File: src/design/cca_pkg.sv
// Shared types, constants and calendar tables for the cron calendar alarm matcher.
`timescale 1ns / 1ps

package cca_pkg;

    // Rule table size and the index/counter widths derived from it
    localparam int RULE_COUNT = 16;
    localparam int RIDX_W     = (RULE_COUNT > 1) ? $clog2(RULE_COUNT) : 1;
    localparam int RCNT_W     = $clog2(RULE_COUNT + 1);

    // Request kinds carried on the input tuser
    localparam logic [1:0] REQ_LOAD = 2'd0;
    localparam logic [1:0] REQ_SET  = 2'd1;
    localparam logic [1:0] REQ_TICK = 2'd2;

    // Calendar limits
    localparam logic [13:0] YEAR_MIN = 14'd1970;
    localparam logic [13:0] YEAR_MAX = 14'd9999;

    // One rule: five match masks, minute mask in the top bits
    typedef struct packed {
        logic [59:0] minute;
        logic [23:0] hour;
        logic [30:0] day;
        logic [11:0] month;
        logic [6:0]  weekday;
    } t_rule;

    // Current calendar time
    typedef struct packed {
        logic [13:0] year;
        logic [3:0]  month;
        logic [4:0]  day;
        logic [4:0]  hour;
        logic [5:0]  minute;
        logic [2:0]  weekday;
    } t_time;

    // Raw date and time of a set item
    typedef struct packed {
        logic [13:0] year;
        logic [3:0]  month;
        logic [4:0]  day;
        logic [4:0]  hour;
        logic [5:0]  minute;
    } t_set;

    // Days in month m (1..12), with the leap-year February
    function automatic logic [4:0] days_in(input logic [3:0] m, input logic leap);
        logic [4:0] d;
        case (m)
            4'd2:                      d = leap ? 5'd29 : 5'd28;
            4'd4, 4'd6, 4'd9, 4'd11:   d = 5'd30;
            default:                   d = 5'd31;
        endcase
        return d;
    endfunction

    // Days of the year before the first of month m, common year
    function automatic logic [8:0] days_before(input logic [3:0] m);
        logic [8:0] d;
        case (m)
            4'd2:    d = 9'd31;
            4'd3:    d = 9'd59;
            4'd4:    d = 9'd90;
            4'd5:    d = 9'd120;
            4'd6:    d = 9'd151;
            4'd7:    d = 9'd181;
            4'd8:    d = 9'd212;
            4'd9:    d = 9'd243;
            4'd10:   d = 9'd273;
            4'd11:   d = 9'd304;
            4'd12:   d = 9'd334;
            default: d = 9'd0;
        endcase
        return d;
    endfunction

endpackage

File: src/design/cca_ram.sv
// Generic single-port-write, single-port-read RAM with registered read data.
`timescale 1ns / 1ps

module cca_ram #(
    parameter int WIDTH = 8,
    parameter int DEPTH = 16
) (
    input  logic                                     i_clk,
    input  logic                                     i_we,
    input  logic [((DEPTH > 1) ? $clog2(DEPTH) : 1)-1:0] i_waddr,
    input  logic [WIDTH-1:0]                         i_wdata,
    input  logic                                     i_re,
    input  logic [((DEPTH > 1) ? $clog2(DEPTH) : 1)-1:0] i_raddr,
    output logic [WIDTH-1:0]                         o_rdata
);

    logic [WIDTH-1:0] r_mem [DEPTH];
    logic [WIDTH-1:0] r_rdata;

    // Write port
    always_ff @(posedge i_clk) begin
        if (i_we) begin
            r_mem[i_waddr] <= i_wdata;
        end
    end

    // Read port, data holds while not enabled
    always_ff @(posedge i_clk) begin
        if (i_re) begin
            r_rdata <= r_mem[i_raddr];
        end
    end

    assign o_rdata = r_rdata;

endmodule

File: src/design/cca_clock.sv
// Calendar clock: time registers, set sequence with weekday unit, minute advance.
`timescale 1ns / 1ps

module cca_clock
    import cca_pkg::*;
(
    input  logic  i_clk,
    input  logic  i_rst_n,
    input  logic  i_set_vld,
    input  t_set  i_set,
    input  logic  i_adv,
    output t_time o_time,
    output logic  o_busy
);

    typedef enum logic [5:0] {
        CK_IDLE = 6'b000001,
        CK_Q1   = 6'b000010,
        CK_Q2   = 6'b000100,
        CK_DAY  = 6'b001000,
        CK_MOD  = 6'b010000,
        CK_WDAY = 6'b100000
    } t_ck_state;

    t_ck_state   r_state;
    logic [13:0] r_year;
    logic [3:0]  r_month;
    logic [4:0]  r_day;
    logic [4:0]  r_hour;
    logic [5:0]  r_minute;
    logic [2:0]  r_wday;
    // year mod 4, year mod 100, century mod 4: leap-year state
    logic [1:0]  r_ymod4;
    logic [6:0]  r_ymod100;
    logic [1:0]  r_cmod4;
    // weekday unit work registers
    logic [6:0]  r_q100;
    logic [11:0] r_q7;
    logic [13:0] r_acc;

    // x / 100 for x below 12800 by reciprocal multiply
    function automatic logic [6:0] div100(input logic [13:0] x);
        logic [26:0] p;
        p = 27'(x) * 27'd5243;
        return p[25:19];
    endfunction

    // x / 7 for x below 16384 by reciprocal multiply
    function automatic logic [11:0] div7(input logic [13:0] x);
        logic [28:0] p;
        p = 29'(x) * 29'd18725;
        return p[28:17];
    endfunction

    logic        leap;
    logic [4:0]  dim;
    logic [13:0] set_year;
    logic [3:0]  set_month;
    logic [4:0]  set_hour;
    logic [5:0]  set_minute;
    logic [4:0]  day_sat;
    logic [13:0] leaps_since;
    logic [13:0] day_sum;
    logic [13:0] q100_x100;
    logic [14:0] q7_x7;
    logic [13:0] year_m1;

    assign leap = ((r_ymod4 == 2'd0) && (r_ymod100 != 7'd0)) ||
                  ((r_ymod100 == 7'd0) && (r_cmod4 == 2'd0));
    assign dim  = days_in(r_month, leap);

    // Saturate the set year, month, hour and minute into range
    always_comb begin
        if (i_set.year < YEAR_MIN) begin
            set_year = YEAR_MIN;
        end else if (i_set.year > YEAR_MAX) begin
            set_year = YEAR_MAX;
        end else begin
            set_year = i_set.year;
        end
        if (i_set.month == 4'd0) begin
            set_month = 4'd1;
        end else if (i_set.month > 4'd12) begin
            set_month = 4'd12;
        end else begin
            set_month = i_set.month;
        end
        set_hour   = (i_set.hour > 5'd23) ? 5'd23 : i_set.hour;
        set_minute = (i_set.minute > 6'd59) ? 6'd59 : i_set.minute;
    end

    // Day clamp, and a sum congruent mod 7 to the day count since 1970-01-01 plus the Thursday offset
    always_comb begin
        if (r_day == 5'd0) begin
            day_sat = 5'd1;
        end else if (r_day > dim) begin
            day_sat = dim;
        end else begin
            day_sat = r_day;
        end
        year_m1     = r_year - 14'd1;
        // leap years in 1970..year-1; r_q100 holds (year-1)/100 here
        leaps_since = (year_m1 >> 2) - 14'(r_q100) + 14'(r_q100[6:2]) - 14'd477;
        day_sum     = (r_year - YEAR_MIN) + leaps_since + 14'(days_before(r_month))
                    + 14'((r_month > 4'd2) && leap) + 14'(day_sat) - 14'd1 + 14'd4;
        q100_x100   = 14'(r_q100) * 14'd100;
        q7_x7       = 15'(r_q7) * 15'd7;
    end

    // Minute advance with carries, holding at the end of the calendar
    logic [13:0] n_year;
    logic [3:0]  n_month;
    logic [4:0]  n_day;
    logic [4:0]  n_hour;
    logic [5:0]  n_minute;
    logic [2:0]  n_wday;
    logic [1:0]  n_ymod4;
    logic [6:0]  n_ymod100;
    logic [1:0]  n_cmod4;
    logic        end_cal;

    assign end_cal = (r_year == YEAR_MAX) && (r_month == 4'd12) && (r_day == 5'd31) &&
                     (r_hour == 5'd23) && (r_minute == 6'd59);

    always_comb begin
        n_year    = r_year;
        n_month   = r_month;
        n_day     = r_day;
        n_hour    = r_hour;
        n_minute  = r_minute;
        n_wday    = r_wday;
        n_ymod4   = r_ymod4;
        n_ymod100 = r_ymod100;
        n_cmod4   = r_cmod4;
        if (!end_cal) begin
            if (r_minute != 6'd59) begin
                n_minute = r_minute + 6'd1;
            end else begin
                n_minute = 6'd0;
                if (r_hour != 5'd23) begin
                    n_hour = r_hour + 5'd1;
                end else begin
                    n_hour = 5'd0;
                    n_wday = (r_wday == 3'd6) ? 3'd0 : r_wday + 3'd1;
                    if (r_day != dim) begin
                        n_day = r_day + 5'd1;
                    end else begin
                        n_day = 5'd1;
                        if (r_month != 4'd12) begin
                            n_month = r_month + 4'd1;
                        end else begin
                            n_month = 4'd1;
                            n_year  = r_year + 14'd1;
                            n_ymod4 = r_ymod4 + 2'd1;
                            if (r_ymod100 == 7'd99) begin
                                n_ymod100 = 7'd0;
                                n_cmod4   = r_cmod4 + 2'd1;
                            end else begin
                                n_ymod100 = r_ymod100 + 7'd1;
                            end
                        end
                    end
                end
            end
        end
    end

    // Set sequence and advance
    always_ff @(posedge i_clk) begin
        if (!i_rst_n) begin
            r_state   <= CK_IDLE;
            r_year    <= YEAR_MIN;
            r_month   <= 4'd1;
            r_day     <= 5'd1;
            r_hour    <= 5'd0;
            r_minute  <= 6'd0;
            r_wday    <= 3'd4;
            r_ymod4   <= 2'd2;
            r_ymod100 <= 7'd70;
            r_cmod4   <= 2'd3;
        end else begin
            case (r_state)
                CK_IDLE: begin
                    if (i_set_vld) begin
                        r_year   <= set_year;
                        r_month  <= set_month;
                        r_day    <= i_set.day;
                        r_hour   <= set_hour;
                        r_minute <= set_minute;
                        r_state  <= CK_Q1;
                    end else if (i_adv) begin
                        r_year    <= n_year;
                        r_month   <= n_month;
                        r_day     <= n_day;
                        r_hour    <= n_hour;
                        r_minute  <= n_minute;
                        r_wday    <= n_wday;
                        r_ymod4   <= n_ymod4;
                        r_ymod100 <= n_ymod100;
                        r_cmod4   <= n_cmod4;
                    end
                end
                CK_Q1: begin
                    r_state <= CK_Q2;
                end
                CK_Q2: begin
                    r_ymod100 <= 7'(r_year - q100_x100);
                    r_cmod4   <= r_q100[1:0];
                    r_ymod4   <= r_year[1:0];
                    r_state   <= CK_DAY;
                end
                CK_DAY: begin
                    r_day   <= day_sat;
                    r_state <= CK_MOD;
                end
                CK_MOD: begin
                    r_state <= CK_WDAY;
                end
                CK_WDAY: begin
                    r_wday  <= 3'(15'(r_acc) - q7_x7);
                    r_state <= CK_IDLE;
                end
                default: begin
                    r_state <= CK_IDLE;
                end
            endcase
        end
    end

    // Weekday unit datapath: one multiply per cycle
    always_ff @(posedge i_clk) begin
        case (r_state)
            CK_Q1:   r_q100 <= div100(r_year);
            CK_Q2:   r_q100 <= div100(year_m1);
            CK_DAY:  r_acc  <= day_sum;
            CK_MOD:  r_q7   <= div7(r_acc);
            default: r_q100 <= r_q100;
        endcase
    end

    assign o_time = '{year: r_year, month: r_month, day: r_day,
                      hour: r_hour, minute: r_minute, weekday: r_wday};
    assign o_busy = (r_state != CK_IDLE);

endmodule

File: src/design/cron_calendar_alarm_matcher.sv
// Top level: rule table, tick scan over the table, result output register.
`timescale 1ns / 1ps

// Cron rule matcher on a calendar clock. The item kind is on s_tuser: a load
// item writes one rule (five masks) into the rule RAM; a set item loads the
// date and time and keeps the input busy while the weekday is computed step
// by step by the weekday unit; a tick item scans the rule RAM one rule per cycle
// through its single read port while the output does not stall. Each matching
// rule gives one result, and a tick with no match gives one result with hit
// (m_tuser) clear; tlast marks the final result of the tick. A hit waits in a
// pending register and then in an output register, so backpressure on the output
// only stalls the scan when a new hit comes while both are full. The clock
// then advances one minute and holds at 9999-12-31 23:59.
module cron_calendar_alarm_matcher
    import cca_pkg::*;
(
    input  logic         i_clk,
    input  logic         i_rst_n,
    input  logic         i_s_tvalid,
    output logic         o_s_tready,
    // rule_index, minute_mask, hour_mask, day_mask, month_mask, weekday_mask,
    // set_year, set_month, set_day, set_hour, set_minute, 4 zero bits
    input  logic [175:0] i_s_tdata,
    // req_type
    input  logic [1:0]   i_s_tuser,
    output logic         o_m_tvalid,
    input  logic         i_m_tready,
    // matched_rule, out_year, out_month, out_day, out_hour, out_minute,
    // out_weekday, 7 zero bits
    output logic [47:0]  o_m_tdata,
    // hit
    output logic         o_m_tuser,
    // last
    output logic         o_m_tlast
);

    typedef enum logic [2:0] {
        ST_IDLE = 3'b001,
        ST_SCAN = 3'b010,
        ST_FIN  = 3'b100
    } t_state;

    t_state              r_state;
    logic [RULE_COUNT-1:0] r_rule_vld;
    logic [RCNT_W-1:0]   r_rd_idx;
    logic                r_ev_vld;
    logic [RIDX_W-1:0]   r_ev_idx;
    logic                r_pend_vld;
    logic [RIDX_W-1:0]   r_pend_rule;
    logic                r_out_vld;
    logic                r_out_hit;
    logic [3:0]          r_out_rule;
    logic                r_out_last;
    t_time               r_out_time;

    // Input unpacking
    logic [3:0] in_rule_index;
    t_rule      in_rule;
    t_set       in_set;

    assign in_rule_index   = i_s_tdata[3:0];
    assign in_rule.minute  = i_s_tdata[63:4];
    assign in_rule.hour    = i_s_tdata[87:64];
    assign in_rule.day     = i_s_tdata[118:88];
    assign in_rule.month   = i_s_tdata[130:119];
    assign in_rule.weekday = i_s_tdata[137:131];
    assign in_set.year     = i_s_tdata[151:138];
    assign in_set.month    = i_s_tdata[155:152];
    assign in_set.day      = i_s_tdata[160:156];
    assign in_set.hour     = i_s_tdata[165:161];
    assign in_set.minute   = i_s_tdata[171:166];

    // Clock
    t_time cur;
    logic  clk_busy;
    logic  accept;
    logic  set_vld;
    logic  adv;

    assign o_s_tready = (r_state == ST_IDLE) && !clk_busy;
    assign accept     = i_s_tvalid && o_s_tready;
    assign set_vld    = accept && (i_s_tuser == REQ_SET);

    cca_clock u_clock (
        .i_clk     (i_clk),
        .i_rst_n   (i_rst_n),
        .i_set_vld (set_vld),
        .i_set     (in_set),
        .i_adv     (adv),
        .o_time    (cur),
        .o_busy    (clk_busy)
    );

    // Rule RAM
    logic  load_we;
    logic  ram_re;
    t_rule ram_rdata;

    assign load_we = accept && (i_s_tuser == REQ_LOAD) &&
                     (32'(in_rule_index) < RULE_COUNT);

    cca_ram #(
        .WIDTH ($bits(t_rule)),
        .DEPTH (RULE_COUNT)
    ) u_rules (
        .i_clk   (i_clk),
        .i_we    (load_we),
        .i_waddr (RIDX_W'(in_rule_index)),
        .i_wdata (in_rule),
        .i_re    (ram_re),
        .i_raddr (r_rd_idx[RIDX_W-1:0]),
        .o_rdata (ram_rdata)
    );

    // Match of the rule in the read register against the current time
    logic [4:0] day_bit;
    logic [3:0] month_bit;
    logic       ev_hit;
    logic       rd_more;
    logic       out_free;
    logic       push_mid;
    logic       stall;
    logic       push_fin;

    assign day_bit   = cur.day - 5'd1;
    assign month_bit = cur.month - 4'd1;
    assign ev_hit    = r_ev_vld && r_rule_vld[r_ev_idx] &&
                       ram_rdata.minute[cur.minute] && ram_rdata.hour[cur.hour] &&
                       ram_rdata.day[day_bit] && ram_rdata.month[month_bit] &&
                       ram_rdata.weekday[cur.weekday];
    assign rd_more   = (r_state == ST_SCAN) && (r_rd_idx < RCNT_W'(RULE_COUNT));
    assign out_free  = !r_out_vld || i_m_tready;
    // a new hit releases the held one, which is then known not to be last
    assign push_mid  = (r_state == ST_SCAN) && ev_hit && r_pend_vld;
    assign stall     = push_mid && !out_free;
    assign ram_re    = rd_more && !stall;
    assign push_fin  = (r_state == ST_FIN) && out_free;
    assign adv       = push_fin;

    // Control
    always_ff @(posedge i_clk) begin
        if (!i_rst_n) begin
            r_state    <= ST_IDLE;
            r_rule_vld <= '0;
            r_rd_idx   <= '0;
            r_ev_vld   <= 1'b0;
            r_pend_vld <= 1'b0;
        end else begin
            case (r_state)
                ST_IDLE: begin
                    if (load_we) begin
                        r_rule_vld[RIDX_W'(in_rule_index)] <= 1'b1;
                    end
                    if (accept && (i_s_tuser == REQ_TICK)) begin
                        r_rd_idx   <= '0;
                        r_ev_vld   <= 1'b0;
                        r_pend_vld <= 1'b0;
                        r_state    <= ST_SCAN;
                    end
                end
                ST_SCAN: begin
                    if (!stall) begin
                        r_ev_vld <= rd_more;
                        if (rd_more) begin
                            r_rd_idx <= r_rd_idx + RCNT_W'(1);
                        end else begin
                            r_state <= ST_FIN;
                        end
                        if (ev_hit) begin
                            r_pend_vld <= 1'b1;
                        end
                    end
                end
                ST_FIN: begin
                    if (out_free) begin
                        r_state <= ST_IDLE;
                    end
                end
                default: begin
                    r_state <= ST_IDLE;
                end
            endcase
        end
    end

    // Scan payload
    always_ff @(posedge i_clk) begin
        if ((r_state == ST_SCAN) && !stall) begin
            r_ev_idx <= r_rd_idx[RIDX_W-1:0];
            if (ev_hit) begin
                r_pend_rule <= r_ev_idx;
            end
        end
    end

    // Output register
    always_ff @(posedge i_clk) begin
        if (!i_rst_n) begin
            r_out_vld <= 1'b0;
        end else if ((push_mid && out_free) || push_fin) begin
            r_out_vld <= 1'b1;
        end else if (i_m_tready) begin
            r_out_vld <= 1'b0;
        end
    end

    always_ff @(posedge i_clk) begin
        if ((push_mid && out_free) || push_fin) begin
            r_out_hit  <= r_pend_vld;
            r_out_rule <= r_pend_vld ? 4'(r_pend_rule) : 4'd0;
            r_out_last <= push_fin;
            r_out_time <= cur;
        end
    end

    assign o_m_tvalid = r_out_vld;
    assign o_m_tuser  = r_out_hit;
    assign o_m_tlast  = r_out_last;
    assign o_m_tdata  = {7'd0, r_out_time.weekday, r_out_time.minute, r_out_time.hour,
                         r_out_time.day, r_out_time.month, r_out_time.year, r_out_rule};

endmodule

File: config.mk
export PLATFORM = sky130hd
export DESIGN_NAME = cron_calendar_alarm_matcher
export DESIGN_NICKNAME = d
export VERILOG_FILES = /design/src/design/cca_pkg.sv /design/src/design/cca_ram.sv /design/src/design/cca_clock.sv /design/src/design/cron_calendar_alarm_matcher.sv
export SDC_FILE = /design/constraint.sdc
export NUM_CORES = 2
export LEC_CHECK = 0
export BUFFER_PORTS_ARGS = -buffer_cell sky130_fd_sc_hd__buf_2
export CAP_MARGIN = 20
export CORE_ASPECT_RATIO = 0.75
export CORE_MARGIN = 4
export CORE_UTILIZATION = 33
export CTS_BUF_LIST = sky130_fd_sc_hd__clkbuf_2
export DETAILED_ROUTE_END_ITERATION = 7
export GPL_TIMING_DRIVEN = 0
export MAX_ROUTING_LAYER = met4
export PLACE_DENSITY_LB_ADDON = 0.25
export SETUP_SLACK_MARGIN = 0.3
export SKIP_CTS_REPAIR_TIMING = 1
export SYNTH_ARGS = -nofsm -noshare
export SYNTH_HDL_FRONTEND = slang
export SYNTH_HIERARCHICAL = 1
export SYNTH_SLANG_ARGS = --single-unit
File: constraint.sdc
create_clock -name i_clk -period 55.9 [get_ports i_clk]
set_clock_uncertainty 0.1 [all_clocks]
set_input_delay 11.18 -clock i_clk [delete_from_list [all_inputs] [get_ports i_clk]]
set_output_delay 11.18 -clock i_clk [all_outputs]
set_load 0.02 [all_outputs]
== After elaboration in Yosys (flattened, before gate mapping) ==
Memories as Yosys holds them, arrays and structs flattened. A register that Yosys moved wholly into a read port is not among the register bits.
Cells that the tools add are included.
Cells by class
  add/sub/neg operators: 25
  multipliers: 5
  div/mod/pow operators: 0
  magnitude comparators: 16
  equality and inequality tests: 52
  shift-type cells: 0
  multiplexer cells: 111
  bitwise operators: 1
  reductions and logical operators: 63
Operators by type and width (count)
  $mux 14: 9
  $mux 5: 17
  $mux 7: 8
  $mul 14x13->26 const B: 2
  $mux 4: 11
  $mux 6: 6
  $ne 2x2->1 const B: 18
  $mux 2: 15
  $mux 3: 10
  $pmux 5 s2: 3
  $pmux 6 s5: 1
  $mul 14x15->29 const B: 1
  $add 14x5->14: 2
  $pmux 7 s2: 2
  $sub 14x1->14 const B: 2
  $logic_and 1x1->1: 27
  $mux 1: 16
  $or 16x16->16: 1
  $reduce_and 4->1: 4
  $add 5x1->5 const B: 3
  $lt 4x5->1 const B: 3
  $add 14x1->14: 1
  $add 14x1->14 const B: 1
  $add 14x14->14: 1
  77 further kinds: 109
Word-level totals
  register bits: 165
  bits in latches: 0
  bits in writable memories: 2144
  bits in read-only memories: 144
  input port bits: 182
  output and inout bits: 52
  logic and storage cells: 305
  memories kept: 2
Memories
  u_rules.r_mem: words 16, bits a word 134, read ports 1, clocked after Yosys merged registers in 1, wr ports 1, RTL line cca_ram.sv:17  | logic [WIDTH-1:0] r_mem [DEPTH];
  (no name shown): words 16, bits a word 9, read ports 1, clocked after Yosys merged registers in 1, wr ports 0, RTL line cca_pkg.sv:62  | case (m)

== Longest topological paths before layout ==
  depth in word-level cells: 14
  mapped depth: 30
  gate-level depth less buffers: 30

== Modules after synthesis ==
The synthesis kept the hierarchy.
Modules (own cells, without submodules)
  cca_ram: instances 1, cells each 3512, area each 84627.4 µm², sequential area each 68405.6 µm²
  cca_clock: instances 1, cells each 1683, area each 15563.7 µm², sequential area each 1981.9 µm²
  cron_calendar_alarm_matcher: instances 1, cells each 331, area each 4185.3 µm², sequential area each 2072.0 µm²

== Worst setup path before layout ==
OpenSTA, ideal clock, no wires.
  path type: in2reg
  from: input port i_m_tready
  to: register r_ev_vld
  library setup time: 0.116 ns
  arrival time: 25.318 ns
  required time: 55.684 ns
  slack: 30.367 ns
  cell stages on the path: 6
  buffers on the path: 1
  path through: nand2b_1 nor2_1 and3_1 clkbuf_2 nor4_1 o21a_1
Between the ends
  word-level cells in the longest chain between the ends: 5
RTL lines
  start: declaration: RTL line cron_calendar_alarm_matcher.sv:27  | input logic i_m_tready,
  $logic_or 1x1->1: RTL line cron_calendar_alarm_matcher.sv:132  | assign out_free = !r_out_vld || i_m_tready;
  $logic_not 1->1: RTL line cron_calendar_alarm_matcher.sv:135  | assign stall = push_mid && !out_free;
  $logic_and 1x1->1: RTL line cron_calendar_alarm_matcher.sv:135
  $ne 2x2->1 (no source line)
  $reduce_and 3->1 (no source line)
  end signal: assignment: RTL line cron_calendar_alarm_matcher.sv:163  | r_ev_vld <= rd_more;
  end: declaration: RTL line cron_calendar_alarm_matcher.sv:46  | logic r_ev_vld;
No other way between the ends.
A chain may end at the register's enable or synchronous reset.

== Final worst setup path ==
  from: register u_clock.r_state[5]
  to: output port o_s_tready
Between the ends
  word-level cells in the longest chain between the ends: 3
RTL lines
  start: declaration: RTL line cca_clock.sv:25  | t_ck_state r_state;
  start signal: assignment: RTL line cca_clock.sv:171  | r_state <= CK_IDLE;
  start signal: assignment: RTL line cca_clock.sv:190  | r_state <= CK_Q1;
  start signal: assignment: RTL line cca_clock.sv:204  | r_state <= CK_Q2;
  $ne 6x1->1: RTL line cca_clock.sv:243  | assign o_busy = (r_state != CK_IDLE);
  net clk_busy: RTL line cron_calendar_alarm_matcher.sv:75  | logic clk_busy;
  $logic_not 1->1: RTL line cron_calendar_alarm_matcher.sv:80  | assign o_s_tready = (r_state == ST_IDLE) && !clk_busy;
  $logic_and 1x1->1: RTL line cron_calendar_alarm_matcher.sv:80
  end: declaration: RTL line cron_calendar_alarm_matcher.sv:20  | output logic o_s_tready,
The timed path passes the listed nets, and every way through them passes these cells.

==> flow_metrics.py <==
metrics = {
    "global_routing": {
        "grtUsageMet1": 0.2754,
        "antenna_found_initial": 113,
        "grt-ovfl-total": 0,
        "grt-busiest-layer": "met2",
        "grt_start_max_net_pins": 25,
        "grt_use_total": 0.1908,
        "gr-usage-met3": 0.04416,
        "grt_pass1_wl_um": 431800,
        "grt_pass1_vias": 58026,
        "met2_usage": 0.2755,
    },
    "floorplan": {
        "start_util": 0.3321,
        "dieArea_um2": 325400,
        "die_w_um": 657.4,
        "io_pins": 234,
        "die_y_um": 495.1,
        "rows": 178,
        "core_um2": 314200,
    },
    "yosys": {
        "synthAdderAreaFrac": 0.07598,
        "seq_area_frac_synth": 0.6942,
        "ys_ff_latch": 2443,
        "netlist_top_cells_count": "2,353 x edfxtp_1, 535 x mux4_2, 398 x inv_1, 357 x ha_1, 234 x a22oi_1",
        "syn_avg_cell_area_um2": 18.89,
        "async_flop_share": 0,
        "synth_area_um2": 104400,
        "ys.flop_type": "edfxtp_1",
        "synth_top_area_cell": "edfxtp_1",
        "synth-compound-area-share": 0.04011,
        "synth_area_leaders": "edfxtp_1 68%, mux4_2 12%, ha_1 4.3%",
        "synth_edf_count": 2353,
        "yosys_warnings": 6,
        "synth_top_area_frac": 0.6770,
        "synthCells": 5526,
        "synth_most_common_cell": "edfxtp_1",
        "synth_xor_xnor_area_share": 0.007216,
        "yosysUniqueCellTypes": 95,
        "synthMuxAreaShare": 0.1279,
        "synthSimpleGateAreaFrac": 0.02776,
        "synth_top_family_by_area": "multiplexers",
    },
    "cts": {
        "cts_buffers": 590,
        "cts-root-buf": "clkbuf_2",
        "insertion_delay_ns": 1.79,
        "numClockSinks": 2443,
        "htree_num_levels": 6,
        "cts_max_path_buffers": 4,
        "clkTransAtPathRegs_ns": 0.11,
        "cts_tree": "done",
    },
    "placed_design": {
        "place_congestion": 0.8259,
        "dp_slack_ns": 40.61,
        "io_buffers": 222,
        "hpwl_um": 214700,
    },
    "sta": {
        "timing.fmax_mhz": 67.08,
        "relSlewSlack": 0.1904,
        "rsz0062_at_grt": "false",
        "worst_pin_slew_ns": 1.213,
        "final-setup-viol-count": 0,
        "finalSetupTns_ns": 0,
        "finalMaxSlewViolations": 0,
        "min_period_over_period": 0.2667,
        "min_period_ns": 14.91,
        "fin_ws_ns": 40.99,
        "hold_violations": 0,
    },
    "final_layout": {
        "area_growth_pct": 14.33,
        "fillCellCount": 29070,
        "final_nets": 7269,
        "final_layout_size_suffix_gt1_frac": 0.3002,
        "final_util": 0.3797,
    },
    "drt": {
        "drtPass1Iterations": 6,
        "dr_total_vias": 57689,
        "drc": 0,
        "routed_wl_um": 306500,
        "vias_per_cell": 5.144,
        "drtAntennaViolNets": 0,
        "wl_per_cell_um": 27.33,
        "first_iter_violations": 6117,
    },
    "min_path": {
        "holdCritPathClass": "flip-flop to flip-flop",
        "min_from": "r_rule_vld[3]$_SDFFE_PN0P_",
        "min_to": "r_rule_vld[3]$_SDFFE_PN0P_",
        "holdPathStages": 2,
    },
    "power_and_ir_drop": {
        "p_per_area_nw_per_um2": 27.39,
        "total_power_mw": 3.268,
        "ir_drop_mv": 0.01736,
        "leakagePower_nw": 41.05,
    },
    "worst_setup_path": {
        "critPathKind": "flip-flop to output pin",
        "reg2reg_depth": 30,
        "required_ns": 44.62,
        "r2r_setup_slack_ns": 46.24,
        "start_kind": "flip-flop",
        "r2r-start": "u_clock/r_year[0]$_SDFFE_PN0P_",
        "crit_path_end_kind": "output pin",
        "r2r-end": "u_clock/r_q100[6]$_DFFE_PN_",
        "crit_arrival_ns": 3.63,
        "cp-startpoint": "u_clock/r_state[5]$_SDFFE_PN0P_",
        "path_max_fanout": 10,
    },
    "status": {
        "status": "completed",
    },
    "flow_run": {
        "drv_cap": 0,
    },
}
==> worst max-delay path by stage <==
stage / endpoint / slack, ns
after floorplan: r_ev_vld$_SDFFE_PN0P_ / 30.37
after detailed placement: u_rules/r_mem[1][27]$_DFFE_PP_ / 40.61
after CTS: o_s_tready / 40.76
after global routing: o_s_tready / 40.70
after global placement: r_ev_vld$_SDFFE_PN0P_ / 16.98
final: o_s_tready / 40.99
==> flip-flops by register name, summed over array words and instances, names as in the netlist, 5 cells and up, named ones only <==
| register | cells |
|---|---|
| o_m_tdata | 37 |
| r_rd_idx | 5 |
| r_rule_vld | 16 |
| u_clock/r_acc | 14 |
| u_clock/r_day | 5 |
| u_clock/r_hour | 5 |
| u_clock/r_minute | 6 |
| u_clock/r_q100 | 7 |
| u_clock/r_state | 6 |
| u_clock/r_year | 14 |
| u_clock/r_ymod100 | 7 |
| u_rules/o_rdata | 134 |
| u_rules/r_mem | 2144 |
==> cell usage in the layout (no fill, tap or decap), types with 24 or more instances in the layout <==
cell and count:
diode_2 52, a22oi_1 234, clkbuf_2 823, clkbuf_1 94, nand2_1 170, buf_6 101
buf_2 285, nor2_1 109, clkinv_1 99, mux4_2 535, xnor2_1 72, nor2b_1 55
ha_1 357, edfxtp_1 2353, mux2_2 73, inv_1 398, o221ai_1 26, buf_4 56
mux2i_1 48, dfxtp_1 90, nand2b_1 42, o21ai_0 77, nand3_1 47, buf_12 72
nor3_1 24, a21oi_1 83, fa_1 173
==> power by group <==
part           internal, mW  switching [mW]  total (mW)
registers              2.01         0.00298        2.01
clock network         0.445           0.717        1.16
logic                0.0306          0.0648      0.0955
total                  2.48           0.785        3.27
==> routing by layer <==
layer  routed length, µm  vias to the layer above
met5                   0                        -
met4                5968                        0
met3               26880                      483
met2              134600                     2596
met1              139000                    30243
li1                    -                    24367
==> cells by family after synthesis <==
| logic type | Yosys count |
|---|---|
| xor gates and xnor gates | 86 |
| buffers and inverters | 639 |
| AOI/OAI and AO/OA | 594 |
| other | 1 |
| adders and majority gates | 530 |
| muxes | 656 |
| DFF | 2443 |
| and+or+nand+nor | 577 |
==> area by class of cell <==
cell class,count,area (µm²),area share
buffer,237,1284,0.01076
inverter,402,1514,0.01269
antenna,52,130.1,0.001090
clock inverter,149,919.6,0.007706
tap,4230,5293,0.04435
sequential,2443,72460,0.6072
timing repair buffer,433,4363,0.03656
multi-input combinational,2450,29270,0.2453
clock buffer,819,4099,0.03435
==> stage by stage <==
| stage | cells | instance area [µm²] | hold WS, ns |
|---|---|---|---|
| floorplan | 5532 | 104400 | 0.3315 |
| global placement | 9984 | 110800 | 0.3489 |
| detailed placement | 10194 | 114200 | 0.3619 |
| CTS | 11162 | 119200 | 0.3865 |
| global route | 11208 | 119300 | 0.4127 |
| finish | 11215 | 119300 | 0.3842 |
==> worst max-delay path: stages, from the launching register on <==
cell	delay, ns
dfxtp_1	0.35
nor4_1	0.34
and3b_1	0.32
clkinv_1	0.39
nor2_1	0.27
buf_2	0.20
Note: power is estimated with default switching activity, not from simulation.
